$ cat src/design/ric_pkg.sv
`timescale 1ns / 1ps
// ----------------------------------------------------------------------------
// ric_pkg
// Shared constants and types of the ring intersection components unit.
// ----------------------------------------------------------------------------
package ric_pkg;

    localparam int MAX_RINGS  = 128;
    localparam int COORD_BITS = 24;
    localparam int IDX_W      = (MAX_RINGS > 1) ? $clog2(MAX_RINGS) : 1;
    localparam int CNT_W      = $clog2(MAX_RINGS + 1);
    localparam int OUT_W      = 8;
    localparam int DIFF_W     = COORD_BITS + 1;
    localparam int SQ_W       = 2 * DIFF_W;

    typedef struct packed {
        logic signed [COORD_BITS-1:0] x;
        logic signed [COORD_BITS-1:0] y;
        logic [COORD_BITS-1:0]        r;
        logic [IDX_W-1:0]             label;
    } t_ring;

    typedef struct packed {
        logic             valid;
        logic [IDX_W-1:0] label;
    } t_mark;

endpackage

$ cat src/design/ric_cell.sv
`timescale 1ns / 1ps
// ----------------------------------------------------------------------------
// ric_cell
// One store cell: holds a ring, shifts from its neighbour or loads a new ring.
// ----------------------------------------------------------------------------
module ric_cell (
    input  logic           i_clk,
    input  logic           i_shift,
    input  logic           i_load,
    input  ric_pkg::t_ring i_neigh,
    input  ric_pkg::t_ring i_ring,
    output ric_pkg::t_ring o_ring
);
    ric_pkg::t_ring r_ring;

    always_ff @(posedge i_clk) begin
        if (i_load) begin
            r_ring <= i_ring;
        end else if (i_shift) begin
            r_ring <= i_neigh;
        end
    end

    assign o_ring = r_ring;
endmodule

$ cat config.mk
export PLATFORM = sky130hd
export DESIGN_NAME = ric_cell
export DESIGN_NICKNAME = d
export VERILOG_FILES = /design/src/design/ric_pkg.sv /design/src/design/ric_cell.sv
export SDC_FILE = /design/constraint.sdc
export NUM_CORES = 1
export LEC_CHECK = 0
export BUFFER_PORTS_ARGS = -buffer_cell sky130_fd_sc_hd__clkbuf_2
export CORE_MARGIN = 4
export CORE_UTILIZATION = 40
export DETAILED_ROUTE_END_ITERATION = 7
export GPL_TIMING_DRIVEN = 0
export PLACE_DENSITY = 0.79
export SLEW_MARGIN = 10
export SYNTH_ARGS = -nofsm -noshare
export SYNTH_HDL_FRONTEND = slang
export SYNTH_SLANG_ARGS = --single-unit
$ cat constraint.sdc
create_clock -name i_clk -period 11.3 [get_ports i_clk]
set_input_delay 3.39 -clock i_clk [delete_from_list [all_inputs] [get_ports i_clk]]
set_output_delay 3.39 -clock i_clk [all_outputs]
set_load 0.005 [all_outputs]
* Yosys cells after proc, flatten, opt, wreduce, memory -nomap -nowiden
Cells that the tools add are included.
Word-level totals: flip-flop bits (word level) 79, input port bits 161, output and inout port bits 79
Cells by class: multiplexer cells 2, reductions and logical operators 1
Operators by type and width (count):
- 79-bit two-way mux | 2
- 2-bit nonzero test | 1

* Depth between registers and ports, before layout
word-level depth 2, mapped depth 3, gate-level depth less buffers 1

* Worst setup path after synthesis
Ideal clock, no wire load.
path kind input port to flip-flop, start in i_load, end reg r_ring, in the netlist o_ring[0] (enable), arrival 5.489 ns, data required time 10.858 ns, slack 5.369 ns, stages 3, path through buf_6 buf_12 or2_1
Between the ends: word-level cells in the longest chain between the ends 1
Ends and longest elaborated chain:
- start: declaration | line ric_cell.sv:9 | input logic i_load,
- 2-bit nonzero test (no source line)
- end signal: assignment | line ric_cell.sv:18 | r_ring <= i_ring;
- end signal: assignment | line ric_cell.sv:20 | r_ring <= i_neigh;
- end: declaration | line ric_cell.sv:14 | ric_pkg::t_ring r_ring;
No other way between the ends. A chain may end at the register's enable or synchronous reset.

* Final worst setup path
start in i_load, end reg r_ring, in the netlist o_ring[52] (enable)
Same word-level chain as after synthesis.

==> flow_metrics.env <==
export IMPL_worstHoldPathType="in2reg"
export IMPL_syn_inst=168
export IMPL_grt_max_degree=43
export IMPL_cp_required_ps=11320
export IMPL_cp_depth=4
export IMPL_portBuffers=238
export IMPL_fin_area_sq_um=5280
export IMPL_initial_core_util=0.408
export IMPL_first_iter_violations=63
export IMPL_avgRoutedWirePerCell_microns=16.5
export IMPL_track_usage=0.159
export IMPL_fin_crit_ps=4580
export IMPL_place_area_sq_um=5090
export IMPL_max_slew_margin_rel=0.645
export IMPL_vdd_drop_max_uv=66.7
export IMPL_max_freq_mhz=218
export IMPL_die_w_microns=105
export IMPL_grt_pass1_wl_microns=13500
export IMPL_min_period_over_period=0.405
export IMPL_multi_input_area_sq_um=1190
export IMPL_cp_common_cell="buf_12"
export IMPL_syn_nets=329
export IMPL_gr_total_overflow=0
export IMPL_fp_dieH_microns=105
export IMPL_synthArstFlopShare=0
export IMPL_netlist_area_sq_um=3740
export IMPL_worst_pin_slew_ps=533
export IMPL_slowest_delay_ps=470
export IMPL_synth_edf_count=79
export IMPL_clockBufferDepth=2
export IMPL_cpLargestDelayFamily="buffers and inverters"
export IMPL_cts_hold_buf=0
export IMPL_yosys_top_cells_area="edfxtp_1 (63%), mux2_4 (32%), buf_12 (4.3%)"
export IMPL_cts_made_buffers=9
export IMPL_min_from="i_ring[38]"
export IMPL_crit_slowest_cell="or2_4"
export IMPL_p_leak_nw=2.62
export IMPL_synth_seq_area_share=0.635
export IMPL_routed_wl_microns=8800
export IMPL_path_buf_inv=3
export IMPL_area_delta_synth_final_pct=41.3
export IMPL_pin_count=240
export IMPL_cts_resized=0
export IMPL_ant_nets=0
export IMPL_drc_errors=0
export IMPL_grt_pass1_vias=2610
export IMPL_dp_hpwl_microns=7020
export IMPL_antenna_cells=0
export IMPL_largest_reg_flops=79
export IMPL_path_max_fanout=42
export IMPL_pwr_density_cell_nw_per_um2=132
export IMPL_final_seq_area_sq_um=2370
export IMPL_status="complete, no violations"
export IMPL_vias=2426
export IMPL_synth_commonest_cells="edfxtp_1 (79), mux2_4 (79), buf_12 (8)"
export IMPL_clk_pin_slew_ps=90
export IMPL_cts_htree_levels=3
export IMPL_fin_setup_tns_ps=0
export IMPL_finalNetCount=579
export IMPL_worstSetupEndpointType="register"
export IMPL_antenna_found_initial=0
export IMPL_synthFlopType="edfxtp_1"
export IMPL_synth_top_cell_area_share=0.635
export IMPL_cts_setup_buffers=0
export IMPL_rsz0062_at_grt="false"
export IMPL_crit_chain="buf_6, buf_12, or2_4, buf_12"
export IMPL_holdPathStages=2
export IMPL_synth_top_cell_by_area="edfxtp_1"
export IMPL_place_congestion=0.725
export IMPL_worstHoldEndpoint="o_ring[38]"
export IMPL_tritoncts="built"
export IMPL_hold_viol=0
export IMPL_dieArea_sq_um=11000
export IMPL_finalSetupViolCount=0
export IMPL_drt_pass1_iterations=5
export IMPL_synth_cell_types=5
export IMPL_ys_warn_count=0
export IMPL_ys_seq_elements=79
export IMPL_cts_root_buf="clkbuf_8"
export IMPL_cts_sinks=79
export IMPL_via_per_inst=4.54
export IMPL_syn_area_per_cell_sq_um=22.2
export IMPL_core_area_sq_um=9150
export IMPL_fill_cells=737
export IMPL_criticalPathCategory="in2reg"
export IMPL_drv_cap=0
export IMPL_row_count=35
export IMPL_maxSlewViolCount=0
export IMPL_drive_above_1_share=0.809
export IMPL_cp_start_kind="primary input"
export IMPL_arrival_ps=4600
[report_power, final]
part / internal, mW / switching [mW]
Clock: 0.101 / 0.0994
Sequential: 0.360 / 0.00897
Combinational: 0.0783 / 0.0468
Total: 0.539 / 0.155
[through the flow]
step / setup slack, ps / hold WS [ps] / total power, mW / util / instances
after floorplan: 5370 / 3610 / 0.433 / - / 168
after global placement: 4730 / 3690 / 0.497 / 0.554 / 517
after detailed placement: 6350 / 3690 / 0.502 / 0.556 / 518
after CTS: 6720 / 3320 / 0.707 / 0.577 / 534
after global routing: 6660 / 3320 / 0.731 / 0.577 / 534
final: 6720 / 3350 / 0.694 / 0.577 / 534
[placed cells by master (no fill, tap or decap)]
master	n
clkbuf_8	9
clkinv_1	1
buf_6	1
edfxtp_1	79
clkinv_2	1
bufinv_16	1
or2_4	1
buf_12	9
clkbuf_1	1
clkinvlp_4	3
mux2_4	79
clkbuf_2	238
[worst max-delay path by stage]
stage | start | to
finish | i_load | o_ring[52]
global route | i_load | o_ring[52]
CTS | i_load | o_ring[52]
detailed placement | i_load | o_ring[28]
global placement | i_load | o_ring[34]
floorplan | i_load | o_ring[0]
[layout make-up]
cell class,instances,area share
well taps,111,0.0263
multi-input cells,80,0.226
repair buffers,239,0.229
clock buffers,10,0.0242
plain buffers,9,0.0325
clock inverters,6,0.0116
flip-flops and latches,79,0.450
[logic make-up (layout without fill, tap and decap cells)]
group / after synthesis / after routing / synth area share
and+or+nand+nor: 1 / 1 / 0.00168
DFF: 79 / 79 / 0.635
muxes: 79 / 79 / 0.317
buffers and inverters: 9 / 264 / 0.0459
[layer usage]
metal	vias to the layer above	global-route usage	routed length, microns
li1	1161	-	-
met1	1113	0.165	3130
met2	142	0.292	4750
met3	10	0.0618	819
met4	0	0.0534	106
met5	-	0	0
No activity file was read; power rests on OpenSTA's default activity.
